### src/sv/its_pkg.sv
// Package for the icosphere triangle subdivider: payload structs, constants,
// register indexes and state encodings. No dependencies.
`default_nettype none
package its_pkg;
    localparam int unsigned MaxVertices = 65536;
    localparam int unsigned CntW = 17;

    localparam logic [0:0] REG_RADIUS = 1'b0;
    localparam logic [0:0] REG_FIRST  = 1'b1;

    localparam logic KIND_VERTEX = 1'b0;
    localparam logic KIND_TRI    = 1'b1;

    typedef struct packed {
        logic signed [31:0] ax, ay, az, bx, by, bz, cx, cy, cz;
        logic [15:0] corner_a_index, corner_b_index, corner_c_index;
    } t_in;

    typedef struct packed {
        logic kind;
        logic last;
        logic signed [31:0] pos_x, pos_y, pos_z;
        logic signed [15:0] normal_x, normal_y, normal_z;
        logic [15:0] tri_first, tri_second, tri_third;
        logic overflow;
    } t_out;

    // Classified job passed from front to back.
    typedef struct packed {
        logic [2:0][2:0][32:0] mid;   // per edge, per axis, midpoint sign+magnitude
        logic [2:0][15:0] cidx;
        logic [2:0][15:0] nidx;
        logic ovf;
    } t_job;

    typedef enum logic [3:0] {
        S_IDLE, S_LOAD, S_NORM, S_SQ, S_SQRT, S_DIV, S_VOUT, S_TOUT
    } t_state;
endpackage
`default_nettype wire

### src/sv/its_front.sv
// Front end: accepts triangles, forms edge midpoints, assigns vertex indices.
// Depends on its_pkg.
`default_nettype none
module its_front import its_pkg::*; (
    input  wire logic        i_clk,
    input  wire logic        i_rst_n,
    input  wire logic        i_valid,
    output logic             o_ready,
    input  wire t_in         i_data,
    input  wire logic        i_cfg_valid,
    input  wire logic [0:0]  i_cfg_index,
    input  wire logic [30:0] i_cfg_data,
    output logic             o_job_valid,
    input  wire logic        i_job_ready,
    output t_job             o_job
);
    logic [CntW-1:0] r_cnt, n_cnt;
    t_job r_q [2];
    logic [1:0] r_fill;
    logic r_wp, r_rp;
    logic push, pop;
    t_job job;
    logic signed [32:0] sum;
    logic signed [31:0] pa [3][3];

    assign o_ready     = (r_fill != 2'd2);
    assign push        = i_valid && o_ready;
    assign o_job_valid = (r_fill != 2'd0);
    assign pop         = o_job_valid && i_job_ready;
    assign o_job       = r_q[r_rp];

    always_comb begin
        pa[0][0] = i_data.ax; pa[0][1] = i_data.ay; pa[0][2] = i_data.az;
        pa[1][0] = i_data.bx; pa[1][1] = i_data.by; pa[1][2] = i_data.bz;
        pa[2][0] = i_data.cx; pa[2][1] = i_data.cy; pa[2][2] = i_data.cz;
        job = '0;
        sum = '0;
        // Midpoint is the 33-bit sum shifted right, i.e. floor halving.
        for (int e = 0; e < 3; e++) begin
            for (int a = 0; a < 3; a++) begin
                sum = 33'(signed'(pa[e][a])) + 33'(signed'(pa[(e+1)%3][a]));
                job.mid[e][a] = {sum[32], sum[32] ? 32'(-(sum >>> 1)) : 32'(sum >>> 1)};
            end
        end
        job.cidx[0] = i_data.corner_a_index;
        job.cidx[1] = i_data.corner_b_index;
        job.cidx[2] = i_data.corner_c_index;
        n_cnt = r_cnt;
        for (int k = 0; k < 3; k++) begin
            if (n_cnt < CntW'(MaxVertices)) begin
                job.nidx[k] = n_cnt[15:0];
                n_cnt = n_cnt + 1'b1;
            end else begin
                job.nidx[k] = 16'(MaxVertices - 1);
                job.ovf = 1'b1;
            end
        end
    end

    always_ff @(posedge i_clk) begin
        if (!i_rst_n) begin
            r_cnt  <= CntW'(12);
            r_fill <= '0;
            r_wp   <= 1'b0;
            r_rp   <= 1'b0;
        end else begin
            if (i_cfg_valid && i_cfg_index == REG_FIRST) begin
                r_cnt <= {1'b0, i_cfg_data[15:0]};
            end else if (push) begin
                r_cnt <= n_cnt;
            end
            if (push) r_wp <= ~r_wp;
            if (pop) r_rp <= ~r_rp;
            r_fill <= r_fill + {1'b0, push} - {1'b0, pop};
        end
    end

    always_ff @(posedge i_clk) begin
        if (push) r_q[r_wp] <= job;
    end
endmodule
`default_nettype wire

### config.mk
export PLATFORM = sky130hd
export DESIGN_NAME = its_front
export DESIGN_NICKNAME = d
export VERILOG_FILES = /design/src/sv/its_pkg.sv /design/src/sv/its_front.sv
export SDC_FILE = /design/constraint.sdc
export NUM_CORES = 2
export LEC_CHECK = 0
export ABC_CLOCK_PERIOD_IN_PS = 18300
export BUFFER_PORTS_ARGS = -buffer_cell sky130_fd_sc_hd__buf_4
export CORE_MARGIN = 10
export CORE_UTILIZATION = 51
export CTS_CLUSTER_SIZE = 30
export DETAILED_ROUTE_END_ITERATION = 6
export GPL_ROUTABILITY_DRIVEN = 1
export PLACE_DENSITY_LB_ADDON = 0.05
export SLEW_MARGIN = 20
export SYNTH_ARGS = -nofsm -noshare
export SYNTH_HDL_FRONTEND = slang
export SYNTH_SLANG_ARGS = --single-unit
### constraint.sdc
create_clock -name i_clk -period 18.3 [get_ports i_clk]
set_input_delay 0.915 -clock i_clk [delete_from_list [all_inputs] [get_ports i_clk]]
set_output_delay 0.915 -clock i_clk [all_outputs]
set_load 0.03 [all_outputs]
# Word-level counts from Yosys, hierarchy flattened
# Memory sizes are Yosys's and may differ from the RTL's. A register that Yosys moved wholly into a read port is not among the register bits.
# Cells that the tools add are included.
[word_totals] mem_count=1 elab_cells=66 ramBits=788 reg_bits=21 inputBits=373
[memory_table] name="r_q" depth=2 width=394 rd=1 rd_clocked_by_memory_dff=1 write_ports=1 line="its_front.sv:18" source="t_job r_q [2];"
[op_classes] n_bitwise=3 n_lt_le_gt_ge=3 mux=24 n_eq_ne=1 n_reduce_logical=6 n_addsub=23
[ops] op="$add A32 B32 Y33" n=9
[ops] op="$mux W32" n=9
[ops] op="$neg A32 Y32" n=9
[ops] op="$mux W16" n=5
[ops] op="$add A17 B1 Y17 const B" n=3
[ops] op="$lt A17 B17 Y1 const B" n=3
[ops] op="$mux W17" n=3
[ops] op="$mux W1" n=7
[ops] op="$reduce_bool A2 Y1" n=2
[ops] op="$logic_and A1 B1 Y1" n=3
[ops] op="$not A1 Y1" n=3
[ops] op="$add A2 B1 Y2" n=1
[ops] op="$ne A2 B2 Y1 const B" n=1
[ops] op="$reduce_or A2 Y1" n=1
[ops] op="$sub A2 B1 Y2" n=1

# Logic depth before layout (Yosys ltp)
[depth] ltp_word=8 depth_mapped=17 depth_no_buf=16

# Least setup slack after synthesis
# Ideal clock, no wire load.
[synth_timing] path_type="input -> register" from="in i_valid" to="mem r_q[0][0] (netlist bit) (enable)" arrival_ns=17.609 stages=4 required_ns=17.139 setup_slack_ns=-0.470 path_cell_list="and2_1 > inv_1 > clkbuf_1 > nor2_1"
[synth_between] elab_chain_len=3
[synth_lines] item="start, declared" line="its_front.sv:7" source="input wire logic i_valid,"
[synth_lines] item="$logic_and A1 B1 Y1" line="its_front.sv:27" source="assign push = i_valid && o_ready;"
[synth_lines] item="$mux W1" line="its_front.sv:79" source="if (push) r_q[r_wp] <= job;"
[synth_lines] item="$mux W1 (not written as such)" line="its_front.sv:79"
[synth_lines] item="end, declared" line="its_front.sv:18"
# No other way between the ends.

==> results.cfg <==
[clocking]
clkTransAtPathRegs_ns = 0.06
cts_max_level = 3
ctsHoldBuffers = 0
insertion_delay_ns = 0.69
postCtsSetupBuffers = 0
cts_buffers = 87
post_cts_resized = 0
cts.sinks = 810
cts_root_buf = clkbuf_16
clk_path_buf_depth = 3
cts_tree = built

[logic_synthesis]
yosys-top-cells-area = edfxtp_1 45%, mux2_2 8.6%, ha_1 7.1%
synthSimpleGateAreaFrac_pct = 11.4
synth_enable_flop_cells = 788
syn_area_mm2 = 0.0520
ys.flop_type = edfxtp_1
synth_top_family_by_area = compound AO/OA/AOI/OAI gates
synth_compound_area_share_pct = 14.8
postSynthCellCount = 4714
ys_ff_latch = 810
synth_xor_area_share_pct = 9.06
async_reset_ff_share_pct = 0
synthesis.nets = 5392
synth_top_area_share_pct = 45.5
synth_mux_area_share_pct = 8.78
syn_area_per_cell_um2 = 11.0
seq_area_frac_synth_pct = 46.3
ys_types = 108
synth_warnings = 0
synthAdderAreaFrac_pct = 7.46
synth_top_cell_by_area = edfxtp_1

[place]
portBuffers = 753
place_hpwl_um = 130000
place.gp.congestion = 0.954
dp.cells = 6689

[floorplanning]
coreArea_mm2 = 0.102
dieArea_mm2 = 0.115
fp.dieW_um = 339
io_pins = 769
start_util_pct = 51.2
die_h_um = 339
rows = 117

[setup_path]
crit_type = reg2out
required_ns = 17.39
crit_path_start_kind = flop
rr_startpoint = r_cnt[8]
cp_max_fo = 143
arrival_ns = 4.89
cp-end-kind = output port

[run]
drv_cap = 0

[outcome]
status = finished clean

[global_route]
grt_usage_pct = 27.3
antenna_found_initial = 13
grt_start_max_net_pins = 152
grt_pass1_wl_um = 243000
grt_overflow = 0
grt_pass1_vias = 39152

[detailed_routing]
final_antenna_net_count = 0
drt_iter0_markers = 3020
drc = 0
drt-total-wl_um = 165000
dr_total_vias = 40376
vias_per_cell = 5.89
dr.pass1.iters = 5
wl_per_cell_um = 24.1

[layout]
drive_gt1_share_pct = 25.3
area_growth_pct = 18.9
nets = 6088
mostFrequentLayoutCell = edfxtp_1
final_cells = 6857
fin_util_pct = 60.9
layout_common_cells = 788 x edfxtp_1, 770 x buf_4, 397 x mux2_2

[pwr]
peakVddDrop_uv = 112
power_leakage_uw = 0.0238
p_per_area_mw_per_mm2 = 128

[worst_hold_path]
hold_path_class = in2reg
min-delay-start = i_data[18]

[sta]
setup_viol = 0
relSlewSlack_pct = 31.0
drv_slew = 0
rsz0062_at_grt = no
clock.fmax_mhz = 172
period_minus_slack_ns = 5.81
min_period_over_period_pct = 31.7
tightest_slew_ns = 1.04
finClkSkew_ns = 0.0361
fin_tns_setup_ns = 0
hold_viol = 0
worst paths after layout:
| path | to | slack (ns) | depth (start not counted) |
|---|---|---|---|
| setup reg to reg | r_cnt[10] | 13.85 | 14 |
| setup / recovery | o_job[130] | 12.49 | 5 |
| hold / removal | r_q[1][67] | 0.39 | 1 |
| hold reg to reg | flop | 0.52 | 2 |
Yosys cell counts, types with 16 or more instances:
master,instances
nand3b_1,16
a221oi_1,18
and4_1,17
mux2_2,397
edfxtp_1,788
nand3_1,78
nand2b_1,47
nand2_1,312
a31oi_1,64
o21bai_1,29
o31ai_1,43
a21o_1,123
xor2_1,186
dfxtp_1,22
ha_1,296
nand4_1,55
xnor2_1,352
nor3_1,81
or3_1,41
o21ai_0,252
nor2b_1,32
o21a_1,49
and3_1,37
a211oi_1,32
clkbuf_1,149
nor4_1,27
and2_1,41
or2_2,34
a21oi_1,354
o211ai_1,31
inv_1,139
nor2_1,249
critical path, cell delays in order (launching register included):
cell and delay, ns:
dfxtp_4 0.97, buf_12 0.65, buf_4 0.86, buf_4 0.83, mux2_2 0.49, buf_4 0.19
kinds of logic (layout without fill, tap and decap cells):
logic type / after synthesis / in the layout
AOI/OAI and AO/OA: 1194 / 1194
xor gates and xnor gates: 538 / 538
adders and majority gates: 305 / 305
buffers and inverters: 307 / 1071
DFF: 810 / 810
muxes: 407 / 407
other: 0 / 11
and+or+nand+nor: 1153 / 1153
flip-flops by register name, indices dropped and copies added, names as in the netlist, named ones only:
signal / cells
r_wp: 1
r_q: 788
r_cnt: 17
r_fill: 2
r_rp: 1
area by class of cell:
class / instances / area [µm²]
clock buffers: 109 / 2320
multi-input cells: 3597 / 26800
well taps: 1368 / 1710
fillers: 8508 / 39700
inverters: 141 / 529
clock inverters: 48 / 563
flip-flops and latches: 810 / 24100
repair buffers: 773 / 5840
diodes: 11 / 27.5
power breakdown:
part,switching [µW],internal (µW)
logic,2220,1280
registers,103,2590
clock network,765,995
total,3090,4860
metal layers:
| metal | part of all wire, % | up-vias | track usage [%] |
|---|---|---|---|
| li1 | - | 19217 | - |
| met1 | 42 | 19622 | 35.4 |
| met2 | 46 | 1260 | 44.1 |
| met3 | 7.3 | 269 | 6.09 |
| met4 | 4.1 | 8 | 11.0 |
| met5 | 0.028 | - | 0 |
stage by stage:
stage               setup slack, ns  total power [µW]  instance area, µm²  hold WS [ns]
floorplan                      6.22              5060               52000         0.481
global placement              12.37              6190               59000         0.491
detailed placement            12.40              6220               59000         0.508
CTS                           12.36              8000               61800         0.347
global route                  12.19              8310               61900         0.366
finish                        12.49              7940               61900         0.394
No activity file was read; power rests on OpenSTA's default activity.
